$ cat src/design/fr_fdiv.sv
// ----------------------------------------------------------------------------
// fr_fdiv
// Pipelined restoring fraction divider: floor(num * 2^F / den), num < den.
// ----------------------------------------------------------------------------
module fr_fdiv #(
	parameter int W = 33,
	parameter int F = 15
) (
	input  logic         clk,
	input  logic         en,
	input  logic [W-1:0] num,
	input  logic [W-1:0] den,
	output logic [F-1:0] quo
);

	logic [W-1:0] rem_s [F];
	logic [W-1:0] den_s [F];
	logic [F-1:0] q_s   [F];

	for (genvar i = 0; i < F; i++) begin : g_stage
		logic [W-1:0] rem_in;
		logic [W-1:0] den_in;
		logic [F-1:0] q_in;
		logic [W:0]   r2;
		logic         take;

		if (i == 0) begin : g_first
			assign rem_in = num;
			assign den_in = den;
			assign q_in   = '0;
		end else begin : g_next
			assign rem_in = rem_s[i-1];
			assign den_in = den_s[i-1];
			assign q_in   = q_s[i-1];
		end

		assign r2   = {rem_in, 1'b0};
		assign take = (r2 >= {1'b0, den_in});

		always_ff @(posedge clk) begin
			if (en) begin
				rem_s[i] <= take ? W'(r2 - {1'b0, den_in}) : r2[W-1:0];
				den_s[i] <= den_in;
				q_s[i]   <= {q_in[F-2:0], take};
			end
		end
	end

	assign quo = q_s[F-1];

endmodule

$ cat config.mk
export PLATFORM = sky130hd
export DESIGN_NAME = fr_fdiv
export DESIGN_NICKNAME = d
export VERILOG_FILES = /design/src/design/fr_fdiv.sv
export SDC_FILE = /design/constraint.sdc
export NUM_CORES = 2
export LEC_CHECK = 0
export BUFFER_PORTS_ARGS = -buffer_cell sky130_fd_sc_hd__buf_2
export CAP_MARGIN = 20
export CORE_MARGIN = 2
export CORE_UTILIZATION = 64
export CTS_CLUSTER_SIZE = 12
export DETAILED_ROUTE_END_ITERATION = 8
export GPL_TIMING_DRIVEN = 0
export PLACE_DENSITY_LB_ADDON = 0.05
export SETUP_SLACK_MARGIN = 0.1
export SYNTH_ARGS = -nofsm -noshare
export SYNTH_HDL_FRONTEND = slang
export SYNTH_SLANG_ARGS = --single-unit
$ cat constraint.sdc
create_clock -name clk -period 4.45 [get_ports clk]
set_clock_uncertainty 0.05 [all_clocks]
set_input_delay 1.1125 -clock clk [delete_from_list [all_inputs] [get_ports clk]]
set_output_delay 1.1125 -clock clk [all_outputs]
set_load 0.03 [all_outputs]
==> flow_summary.rst <==
.. list-table::
   :header-rows: 1

   * - Metric
     - Value
   * - Run status
     - complete, no violations
   * - Reg power frac
     - 31.4%
   * - CTS clock-pin slew for the worst setup and hold paths
     - around 0.06 ns
   * - Post-synthesis mux area share
     - 3.19%
   * - Post-synthesis instance area
     - 63700 sq um
   * - H-tree Lvls
     - 3
   * - Share of Yosys cell area claimed by the top area cell type
     - 49.2%
   * - CTS tree
     - yes
   * - Internal power contribution
     - between 30 and 40 mW
   * - DPL Wire Length
     - 126 mm
   * - Basic-gate share of the synthesized area counting and, or, nand and nor cells
     - between 10% and 20%
   * - Net Count, Synth
     - 6543
   * - Chip Height
     - 320 um
   * - Fin area
     - around 70000 sq um
   * - Initial antenna violation count
     - 0
   * - Layout Utilization
     - a little under three quarters
   * - Distinct cells, synth
     - between 90 and 100
   * - Total power per unit cell area
     - around 750 nW/um^2
   * - Die ar.
     - slightly above 100000 sq um
   * - Minimum period implied by the final worst setup slack
     - ~4.3 ns
   * - Number of buffer cells added on primary ports
     - between 80 and 90
   * - Setup repair after global routing missed its margin
     - no
   * - Reg2Reg Setup Slack
     - between 0.15 and 0.2 ns
   * - Routed WL per cell
     - 21.6 um
   * - # setup viols final
     - 0
   * - Flip-flop and latch count after synthesis
     - about 1000
   * - WS Path Type
     - register to register
   * - Predominant post-synthesis flop cell
     - sky130_fd_sc_hd__edfxtp_1
   * - Transition time at the pin with the least slew margin
     - around 1.0 ns
   * - Biggest area consumer among synthesized cells
     - sky130_fd_sc_hd__edfxtp_1
   * - Fill cell total of the finished layout
     - 6900
   * - Switch Pwr
     - 21.3 mW
   * - Number of global-route vias before repair
     - about 50000
   * - Hold Path Depth
     - 0
   * - Num CTS Buffers
     - 112
   * - Hold Fails Final Rpt
     - 0
   * - Combinational share of power
     - 51.6%
   * - Post-Syn Area per Cell
     - roughly 11 sq um
   * - Pin count of the biggest net entering global routing
     - roughly 140
   * - Switching part of the total
     - between 40% and 50%
   * - Via density per instance
     - slightly above 6
   * - First-pass GRT wire length
     - ~250 mm
   * - Clock sink count
     - ~1000
   * - Min-delay src
     - q_s[0][80]$_DFFE_PP_
   * - Min-Delay Endpoint
     - q_s[0][96]$_DFFE_PP_
   * - Most area-consuming cells after synthesis
     - sky130_fd_sc_hd__edfxtp_1 49%, sky130_fd_sc_hd__ha_1 9.7%, sky130_fd_sc_hd__a21oi_1 4.0%
   * - Fraction of layout instances using a drive strength above 1
     - between 8 and 9%
   * - Dpl cells
     - 7347
   * - Final Worst Setup Slack
     - ~0.15 ns
   * - Final-layout worst hold slack
     - 0.365 ns
   * - Depth of the worst register-to-register path
     - 13
   * - Sequential area share after synthesis
     - 49.2%
   * - Starting density of the core
     - between 60% and 70%
   * - Largest fanout on the critical path
     - 10
   * - Tot GR Track Use
     - about a third
   * - Number of max-cap violations
     - 0
   * - Leakage power
     - roughly 29 nW
   * - Worst min path class
     - register to register
   * - Max-slew violation count
     - 0
   * - Floorplan core area
     - a little under 100000 sq um
   * - Post-layout nets
     - between 6000 and 7000
   * - Worst Setup End Kind
     - register
   * - Floorplan row count
     - 115
   * - Count of warnings emitted by yosys
     - 0
   * - Arrival time worst endpoint
     - 4.70 ns
   * - Max clock buf depth
     - 3
   * - Worst reg2reg path startpoint
     - rem_s[1][54]$_DFFE_PP_
   * - Worst-case headroom to the max-slew limit
     - around 30%
   * - Max rail drop VDD
     - between 0.4 and 0.5 mV
   * - Top-level port count
     - 83
   * - Final WL
     - roughly 160 mm
   * - Overall overflow remaining after global route
     - 0
   * - Clock latency of the later-clocked register in the worst-skew pair
     - approximately 0.74 ns
   * - Max frequency
     - between 200 and 250 MHz
   * - Count of nets left with antenna violations after detail routing
     - 0
   * - Synthesized-area fraction occupied by adder cells
     - between 10% and 20%
   * - Worst r2r dst
     - rem_s[1][78]$_DFFE_PP_
   * - DRC viols
     - 0
   * - DRT iter0 DRCs
     - 3008
   * - Iteration count of the initial detailed-routing pass
     - 6
   * - Clock power frac
     - 17.0%
   * - Setup Slack @ Placement
     - -1.01 ns
   * - Cells after Synth
     - slightly below 6000
   * - Proportion of synthesized flip-flops having asynchronous set or reset
     - 0%
   * - Largest family of logic cells by synthesized area
     - compound AO/OA/AOI/OAI gates
   * - Area grow syn2layout
     - 9.56%
   * - Final weighted congestion in routability-driven placement
     - between 1 and 1.5
   * - Via Count
     - ~46000
   * - Die Width
     - ~320 um
   * - Cell area after placement
     - around 66000 sq um
   * - Total design power
     - between 50 and 60 mW
   * - Xor/xnor share of the synthesized area
     - 5.04%
   * - CP required
     - ~4.9 ns
   * - Crit start category
     - register
   * - Total of hold buffers inserted after clock tree synthesis
     - 0
   * - Clock Tree Root
     - sky130_fd_sc_hd__clkbuf_16
   * - Number of enable flip-flop cells after synthesis
     - ~1000
   * - Number of standard cells in the layout, taps in and fillers out
     - roughly 7600
   * - Final sum of negative setup slack
     - 0 ns
   * - Share of the synthesized area in compound gates (AO/OA/AOI/OAI)
     - between 10% and 20%
   * - Final critical-path share of the clock period
     - 96.6%
[Yosys cell counts, drive strengths merged (13+ instances only)]
| library cell | count |
|---|---|
| a211o | 18 |
| a211oi | 51 |
| a21o | 271 |
| a21oi | 510 |
| a221o | 14 |
| a311oi | 14 |
| a31o | 16 |
| a31oi | 54 |
| and2 | 32 |
| and3 | 85 |
| and4 | 13 |
| buf | 47 |
| clkbuf | 124 |
| edfxtp | 1044 |
| fa | 14 |
| ha | 494 |
| inv | 630 |
| mux2 | 171 |
| nand2 | 413 |
| nand2b | 55 |
| nand3 | 102 |
| nand4 | 72 |
| nor2 | 326 |
| nor2b | 67 |
| nor3 | 65 |
| nor4 | 16 |
| o2111ai | 17 |
| o211ai | 32 |
| o21a | 91 |
| o21ai | 369 |
| o21bai | 80 |
| o31a | 19 |
| o31ai | 54 |
| or2 | 19 |
| or3 | 28 |
| or4 | 16 |
| xnor2 | 226 |
| xor2 | 141 |
[cell families (layout without fill, tap and decap cells)]
logic type,Yosys count,after routing
xor+xnor,367,367
other cells,0,1
mux,182,182
buf+inv,801,1100
compound gates,1725,1725
simple gates,1340,1340
fa+ha+maj,508,508
flops,1044,1044
[repair_timing]
| action | in CTS | in global routing |
|---|---|---|
| gates cloned | 0 | 1 |
| resized for setup | 37 | 32 |
| setup endpoints to repair | 252 | 224 |
| pin swaps | 5 | 2 |
| setup buffers | 6 | 4 |
[routing by layer]
metal | global-route usage [%] | vias up | share of wire, %
li1 | - | 22347 | -
met1 | 26.4 | 21922 | 31
met2 | 64.0 | 1497 | 56
met3 | 3.34 | 680 | 3.2
met4 | 28.4 | 0 | 10
met5 | 0 | - | 0
[area by class of cell]
type                       count  area (sq um)  share of cell area, %
antenna                        1          2.50                0.00358
sequential                  1044         31400                   44.9
buffer                       169           817                   1.17
multi-input combinational   4122         29500                   42.2
tap                         1287          1610                   2.31
timing repair buffer         104           781                   1.12
clock buffer                 142          2920                   4.17
inverter                     630          2360                   3.39
clock inverter                55           529                  0.758
[critical path: stages (launching register included)]
cell and delay, ns:
sky130_fd_sc_hd__edfxtp_1 0.42, sky130_fd_sc_hd__ha_1 0.45, sky130_fd_sc_hd__and4_1 0.21, sky130_fd_sc_hd__buf_2 0.17, sky130_fd_sc_hd__nand3_2 0.17, sky130_fd_sc_hd__or4_1 0.63, sky130_fd_sc_hd__o41ai_4 0.38, sky130_fd_sc_hd__a211oi_1 0.11
sky130_fd_sc_hd__o311a_1 0.24, sky130_fd_sc_hd__or2_1 0.29, sky130_fd_sc_hd__inv_1 0.27, sky130_fd_sc_hd__buf_6 0.25, sky130_fd_sc_hd__clkbuf_4 0.28, sky130_fd_sc_hd__a21oi_1 0.11
[power groups by stage]
stage / clock [mW] / sequential (mW) / combinational [mW]
final: 8.84 / 16.4 / 26.9
after global routing: 9.31 / 16.6 / 29.3
after CTS: 8.93 / 16.3 / 26.4
after detailed placement: 0 / 16.5 / 25.9
after global placement: 0 / 16.7 / 25.3
after floorplan: 0 / 15.9 / 19.2
[cell usage in the layout, fill, tap and decap left out, types with 113 or more instances in the layout]
cell type,n
sky130_fd_sc_hd__a21o_1,271
sky130_fd_sc_hd__a21oi_1,505
sky130_fd_sc_hd__xnor2_1,226
sky130_fd_sc_hd__nand2_1,413
sky130_fd_sc_hd__clkbuf_1,139
sky130_fd_sc_hd__nor2_1,326
sky130_fd_sc_hd__o21ai_0,363
sky130_fd_sc_hd__ha_1,494
sky130_fd_sc_hd__inv_1,627
sky130_fd_sc_hd__xor2_1,141
sky130_fd_sc_hd__mux2_2,170
sky130_fd_sc_hd__clkbuf_16,113
sky130_fd_sc_hd__edfxtp_1,1044
[worst max path at each step]
stage          cells after the start                        from                      end
6_report                          13      rem_s[1][54]$_DFFE_PP_   rem_s[1][78]$_DFFE_PP_
5_1_grt                           12  rem_s[1][99]$_SDFFCE_PN0P_  rem_s[1][157]$_DFFE_PP_
4_1_cts                           14  rem_s[0][33]$_SDFFCE_PN0P_   rem_s[0][98]$_DFFE_PP_
3_5_place_dp                      14                      den[2]    rem_s[0][1]$_DFFE_PP_
3_3_place_gp                       1                          en  den_s[1][189]$_DFFE_PP_
2_1_floorplan                     13                     den[27]    rem_s[0][1]$_DFFE_PP_
[state kept, by name, indices dropped and copies added (netlist names)]
name,flops
den_s,462
rem_s,462
q_s,120
No activity file was read; power rests on OpenSTA's default activity.
