### config.mk
export PLATFORM = sky130hd
export DESIGN_NAME = fr_isqrt
export DESIGN_NICKNAME = d
export VERILOG_FILES = /design/src/design/fr_isqrt.sv
export SDC_FILE = /design/constraint.sdc
export NUM_CORES = 1
export LEC_CHECK = 0
export BUFFER_PORTS_ARGS = -buffer_cell sky130_fd_sc_hd__buf_2
export CAP_MARGIN = 30
export CORE_MARGIN = 2
export CORE_UTILIZATION = 40
export DETAILED_ROUTE_END_ITERATION = 8
export MAX_ROUTING_LAYER = met4
export PLACE_DENSITY_LB_ADDON = 0.1
export SYNTH_ARGS = -nofsm -noshare
export SYNTH_HDL_FRONTEND = slang
export SYNTH_SLANG_ARGS = --single-unit
### constraint.sdc
create_clock -name clk -period 4.1 [get_ports clk]
set_input_delay 0.615 -clock clk [delete_from_list [all_inputs] [get_ports clk]]
set_output_delay 0.615 -clock clk [all_outputs]
set_load 0.05 [all_outputs]
### src/design/fr_isqrt.sv
// ----------------------------------------------------------------------------
// fr_isqrt
// Pipelined floor square root, one result bit per stage.
// ----------------------------------------------------------------------------
module fr_isqrt #(
	parameter int RW = 16
) (
	input  logic            clk,
	input  logic            en,
	input  logic [2*RW-1:0] rad,
	output logic [RW-1:0]   root
);

	logic [RW:0]     rem_s  [RW];
	logic [RW-1:0]   root_s [RW];
	logic [2*RW-1:0] v_s    [RW];

	for (genvar i = 0; i < RW; i++) begin : g_stage
		logic [RW:0]     rem_in;
		logic [RW-1:0]   root_in;
		logic [2*RW-1:0] v_in;
		logic [RW+2:0]   rem_sh;
		logic [RW+2:0]   trial;
		logic            take;

		if (i == 0) begin : g_first
			assign rem_in  = '0;
			assign root_in = '0;
			assign v_in    = rad;
		end else begin : g_next
			assign rem_in  = rem_s[i-1];
			assign root_in = root_s[i-1];
			assign v_in    = v_s[i-1];
		end

		// bring down the next two radicand bits, try root*4+1
		assign rem_sh = {rem_in, v_in[2*RW-1 -: 2]};
		assign trial  = {1'b0, root_in, 2'b01};
		assign take   = (rem_sh >= trial);

		always_ff @(posedge clk) begin
			if (en) begin
				rem_s[i]  <= take ? (RW+1)'(rem_sh - trial) : rem_sh[RW:0];
				root_s[i] <= {root_in[RW-2:0], take};
				v_s[i]    <= {v_in[2*RW-3:0], 2'b00};
			end
		end
	end

	assign root = root_s[RW-1];

endmodule

==> results of run 1 <==
## worst max-delay path, delay by kind of cell, from the launching register on
kind | cells | cell delay, ns
mux | 1 | 0.41
compound gates | 3 | 0.77
simple gates | 2 | 1.04
fa+ha+maj | 1 | 0.39
flops | 1 | 0.39
## final cells by class
type,instances,area (µm²),share of cell area
sequential,613,18410,0.5654
multi-input combinational,1285,9311,0.2860
clock buffer,80,1789,0.05496
tap,950,1189,0.03651
inverter,193,724.4,0.02225
clock inverter,48,685.7,0.02106
timing repair buffer,65,450.4,0.01383
## sequential cells by signal (all words and copies together) (netlist names)
name,cells
v_s,240
rem_s,237
root_s,136
## routing by layer
layer  part of all wire  routed length (µm)  vias to the layer above
li1                   -                   -                     8190
met1               0.45               24140                     7944
met2               0.48               25510                      293
met3              0.043                2288                       97
met4              0.028                1501                        0
met5                  0                   0                        -
## cells by family after synthesis
kind of cell,count (synthesis),share of synthesized area
AO/OA/AOI/OAI,395,0.09019
other,1,0.0001312
AND/OR/NAND/NOR,505,0.09155
XOR/XNOR,157,0.04812
buffers and inverters,220,0.03008
adder cells (fa/ha/maj),152,0.06655
multiplexers,75,0.02929
flip-flops,613,0.6441
## layout by cell type, fill, tap and decap left out, types with 31 or more instances in the layout
cell,count
a21o_1,31
a21oi_1,115
buf_2,48
clkbuf_16,70
edfxtp_1,613
ha_1,152
inv_1,191
mux2_2,61
nand2_1,78
nand3_1,46
nor2_1,128
nor3_1,63
o21a_1,42
o21ai_0,72
or3_1,33
xnor2_1,90
xor2_1,67
## power breakdown
part | internal (mW) | switching (mW) | total (mW)
sequential | 7.72 | 0.388 | 8.11
combinational | 1.09 | 1.36 | 2.45
clock | 4.07 | 2.58 | 6.65
total | 12.9 | 4.33 | 17.2
## worst max path at each step
| stage | from | endpoint | slack (ns) | cells after the start |
|---|---|---|---|---|
| 2_1_floorplan | rem_s[1][18] | rem_s[1][44] | 1.38 | 9 |
| 6_report | rem_s[1][18] | rem_s[1][38] | 0.85 | 7 |
| 3_3_place_gp | rem_s[1][18] | rem_s[1][37] | 0.91 | 7 |
| 3_5_place_dp | rem_s[1][18] | rem_s[1][44] | 0.83 | 7 |
| 5_1_grt | rem_s[1][76] | rem_s[1][94] | 0.56 | 7 |
| 4_1_cts | rem_s[1][18] | rem_s[1][38] | 0.83 | 7 |
## stage by stage
stage,power (mW),hold WS [ns]
floorplan,9.911,0.4003
global placement,10.66,0.4004
detailed placement,10.70,0.4045
CTS,17.48,0.1290
global route,18.08,0.1482
finish,17.22,0.1744
==> results by group, run 1 <==
Yosys
  – Syn nets: 2304
  – Post-synth top cells: edfxtp_1, inv_1, ha_1, nor2_1, a21oi_1
  – Syn. warnings: 0
  – Cell Area, Synth: 0.02858 mm²
  – Synth area leader: edfxtp_1
  – Dominant cell by count in the synthesized netlist: edfxtp_1
  – Main flop type after synthesis: edfxtp_1
  – Seq/Total Area, Yosys: 0.6441
  – EDFF count, synth: 613
  – Yosys cell types: 76
  – Post-synth ARST share: 0
  – Flops & latches, synth: between 600 and 700
  – Syn Inst Count: between 2000 and 2500
  – Share of the synthesized area in the top cell type: 0.6441
  – Syn_area_per_cell: around 13 µm²
  – Synth top area cells: edfxtp_1, ha_1, xnor2_1

Status
  – Status: completed

Placement
  – Placed cell area: ~0.030 mm²
  – Pre-CTS WS: roughly 0.83 ns
  – Gpl congestion: 0.8505
  – I/O Buffers: 49
  – DP HPWL: 37950 µm
  – Cells after DPL: between 3000 and 4000

Route
  – Via-to-Cell Ratio: between 5 and 6
  – Drt first pass iters: 5
  – Routed vias: 16520
  – Routed Wire Length: 53440 µm
  – DR WL/cell: 16.53 µm
  – DRC: 0
  – Iter 0 DRT Violations: 1008
  – Post-route ant nets: 0

Timing
  – Worst-Margin Slew: 1.084 ns
  – Total negative slack: 0 ns
  – Fmax: 0.3078 GHz
  – Crit share post-route: 0.7923
  – Unrepaired setup endpoints after global routing: no
  – Max-slew headroom: 0.2771
  – Hold Violations, Final: 0
  – Setup Skew: 0.03473 ns
  – # setup viols final: 0
  – Max Slew Vio Count: 0
  – Post-route setup slack: 0.8516 ns
  – Tmin final: 3.248 ns

Die
  – Placement Rows: slightly below 100
  – Io pins: 50
  – Die footprint: approximately 0.074 mm²
  – Die H: ~270 µm
  – Die width: 271.3 µm
  – Core area: 0.07112 mm²
  – Initial core utilization: 0.4018

Layout
  – Fin nets: between 2000 and 2500
  – # diodes: 0
  – Final core occ: 0.4578
  – Fin area: 0.03256 mm²
  – Filler instances: ~6400
  – Fraction of layout cells with a size suffix above 1: 0.1169
  – Finished Layout Cells: 3234
  – Area Growth Syn to Fin: 13.92%

Power
  – Leak: about 12 nW
  – VDD IR max: 0.3491 mV
  – P per Cell Area: 528.8 mW/mm²

Global routing
  – GR peak layer: met2
  – M3 GR Usage: 0.02724
  – Largest net degree at the start of global routing: 96
  – Met1 Track Usage GR: 0.1915
  – Total track usage: 0.1501
  – Grt met2 use: 0.2389
  – Global route overflow: 0
  – Vias in the first global route: between 15000 and 20000
  – First-pass GRT wire length: 86780 µm
  – Antenna violations before repair: 0

CTS
  – Post-cts hold buffer count: 0
  – Post-CTS Setup Inserts: 0
  – CTS tree: yes
  – H-tree Lvls: 3
  – Skew-Pair Late Insertion Delay: 0.61 ns
  – CTS Root Cell: clkbuf_16
  – Clk sinks: 613
  – Post-CTS sizing: 0
  – Clk slew on worst S/H paths: around 0.060 ns
  – Cts bufs inserted: 70
  – Longest Clk Path Bufs: 3

Worst setup path
  – Critical path class: flip-flop to flip-flop
  – Critical path data arrival time: 3.58 ns
  – RR Endpoint: rem_s[1][38]
  – Worst Reg-to-Reg Cells: 7
  – Type of destination of the critical path: flip-flop
  – Crit path cell chain: ha_1 > a21oi_1 > a211oi_1 > or2_2 > o21ai_0 > and2_1 > mux2_2
  – Required time of the critical path: 4.43 ns
  – Slowest-stage cell, CP: and2_1
  – Worst R2R Setup Slack: 0.85 ns
  – Max Fanout on Critical Path: 17
  – Worst stage delay on the critical path: about 0.7 ns
  – Type of origin of the critical path: flip-flop
  – Reg2reg start: rem_s[1][18]

Min path
  – Hold path start: rad[4]
  – HP Class: input pin to flip-flop
  – Worst Hold Path EP: v_s[0][4]
  – Hold Path Depth: 1

Run
  – MaxCap Viol Count: 0
Power figures use the tool's default switching activity.
==> inputs of run 2 (changes only) <==
==> constraint.sdc (replaced) <==
create_clock -name clk -period 2.65 [get_ports clk]
set_input_delay 0.3975 -clock clk [delete_from_list [all_inputs] [get_ports clk]]
set_output_delay 0.3975 -clock clk [all_outputs]
set_load 0.05 [all_outputs]
==> run 2 against run 1 <==
Net effect:
- clock power grew 44%
- wire length up 7.6%
- critical path type unchanged
- count of clock-buffer cells in the layout fell by 1
- first-iteration DRC count up 18%
- register-to-register slack worse by 0.80 ns
- combinational power up 91%
- fmax increased by 25%
- largest cell class unchanged
- power grew 56%
- via count grew 5.2%
- largest power group unchanged
- critical path depth is 3 higher
==> results by group, run 2 (synthesized netlist as in run 1, its figures left out) <==
Placement
  – Gpl congestion: between 0.8 and 0.9
  – DP HPWL: 40940 µm
  – I/O Buffers: ~50

Layout
  – Commonest non-fill, non-tap cell in the layout: edfxtp_1
  – # diodes: 0
  – Most flops, register: v_s
  – Fraction of layout cells with a size suffix above 1: 0.2143
  – Top flop regs: v_s (240), rem_s (237), root_s (136)
  – Commonest cells after routing, fill and taps aside: edfxtp_1, inv_1, buf_4, ha_1, nor2_1
  – Area Growth Syn to Fin: 22.29%
  – Fin nets: about 2600
  – Largest register FFs: 240

Timing
  – Hold Violations, Final: 0
  – Worst-Margin Slew: 0.6008 ns
  – Max Slew Vio Count: 0
  – Max-slew headroom: 0.5971
  – # setup viols final: 0
  – Fmax: 0.3852 GHz
  – Unrepaired setup endpoints after global routing: yes
  – Tmin final: 2.596 ns
  – Setup Skew: roughly 0.037 ns
  – Crit share post-route: 0.9796
  – Total negative slack: 0 ns

Worst setup path
  – Most used cell, CP: a211oi_2
  – Type of origin of the critical path: flip-flop
  – Required time of the critical path: 3.00 ns
  – Critical path depth: 10
  – Type of destination of the critical path: flip-flop
  – Critical path data arrival time: 2.95 ns
  – Worst stage delay on the critical path: 0.45 ns
  – Critical path origin: rem_s[1][55]
  – Worst Reg-to-Reg Cells: 10
  – Slowest-stage cell, CP: edfxtp_1
  – Max Fanout on Critical Path: 7
  – Reg2reg start: rem_s[1][55]
  – Crit path to: rem_s[1][76]
  – RR Endpoint: rem_s[1][76]
  – Critical path's top delay family: compound AO/OA/AOI/OAI gates
  – WP buf/inv: 3
  – Worst R2R Setup Slack: 0.05 ns
  – Crit path cell chain: ha_4 > o211ai_1 > a211oi_2 > buf_4 > nand3b_1 > a211oi_2 > nor2_4 > inv_4 > clkbuf_16 > mux2_4
  – Critical path class: flip-flop to flip-flop

Die
  – Initial core utilization: 0.4018
  – Core area: 0.07112 mm²
  – Die H: 271.3 µm
  – Die footprint: between 0.07 and 0.08 mm²
  – Io pins: 50
  – Placement Rows: 98
  – Die width: 271.3 µm

Power
  – Gate power share: 0.175
  – Switching Fraction: 0.2608
  – Sw power: 6.991 mW
  – Power share of the sequential group: 0.467
  – Total power: 26.80 mW
  – Leak: about 14 nW
  – P per Cell Area: 766.9 mW/mm²
  – Power share of the clock group: 0.358
  – Internal: 19.81 mW
  – VDD IR max: 0.5534 mV

Global routing
  – Total track usage: 0.1590
  – Met1 Track Usage GR: 0.2085
  – GR peak layer: met2
  – Global route overflow: 0
  – M3 GR Usage: 0.02716
  – Vias in the first global route: between 15000 and 20000
  – First-pass GRT wire length: 91580 µm
  – Grt met2 use: 0.2532
  – Antenna violations before repair: 0
  – Largest net degree at the start of global routing: 78

Status
  – Status: completed

CTS
  – Skew-Pair Late Insertion Delay: 0.61 ns
  – H-tree Lvls: 3
  – CTS Root Cell: clkbuf_16
  – Cts bufs inserted: between 70 and 80
  – Clk sinks: around 610
  – Longest Clk Path Bufs: 3
  – CTS tree: yes
  – Clk slew on worst S/H paths: 0.06 ns

Route
  – Drt first pass iters: 5
  – Routed vias: ~17000
  – Via-to-Cell Ratio: between 5 and 6
  – Post-route ant nets: 0
  – DR WL/cell: between 15 and 20 µm
  – Routed Wire Length: 57500 µm
  – Iter 0 DRT Violations: 1188
  – DRC: 0

Min path
  – HP Class: input pin to flip-flop

Run
  – MaxCap Viol Count: 0
-- run 2: through the flow --
step / cell area (µm²) / hold slack (ns) / setup slack (ns) / std cells / utilization
final: 34950 / 0.06471 / 0.05409 / 3461 / 0.4914
after CTS: 34250 / 0.01692 / 0.0004781 / 3443 / 0.4816
after floorplan: 28590 / 0.4003 / 0.02764 / 2118 / -
after global routing: 34950 / 0.03386 / -0.07289 / 3461 / 0.4914
after global placement: 31490 / 0.4015 / -0.2888 / 3275 / 0.4428
after detailed placement: 31490 / 0.4045 / -0.2164 / 3275 / 0.4428
-- run 2: area by class of cell --
type                       count  area [µm²]
tap                          950        1189
multi-input combinational   1285        9886
sequential                   613       18410
fill                        6279       36170
inverter                     193       726.9
clock buffer                  79        1807
timing repair buffer         290        2397
clock inverter                51       536.8
-- run 2: what timing repair did --
item                       CTS  global route
setup endpoints to repair   51           113
hold endpoints to repair    30             0
hold buffers                30             0
pin swaps                    5            35
gates resized for setup     16           105
gates cloned                 0             4
buffers inserted             8            16
-- run 2: layer usage --
metal,up-vias,wire length (µm)
met5,-,0
met4,0,1176
met3,87,2067
met2,249,27370
met1,8409,26880
li1,8644,-
-- run 2: worst min-delay path by stage --
stage | startpoint | endpoint | slack [ns] | depth (start not counted)
finish | rad[30] | root_s[0][0] | 0.06 | 2
global route | rad[31] | root_s[0][0] | 0.03 | 2
CTS | rad[30] | root_s[0][0] | 0.02 | 2
detailed placement | v_s[0][81] | v_s[0][113] | 0.40 | 0
global placement | v_s[0][32] | v_s[0][64] | 0.40 | 0
floorplan | v_s[0][68] | v_s[0][100] | 0.40 | 0
-- run 2: power groups by stage --
stage	logic [mW]	registers (mW)	clock network (mW)
finish	4.69	12.5	9.59
global placement	4.29	12.7	0
detailed placement	4.31	12.7	0
floorplan	2.81	12.5	0
global route	5.23	12.6	10.3
CTS	4.42	12.5	9.93
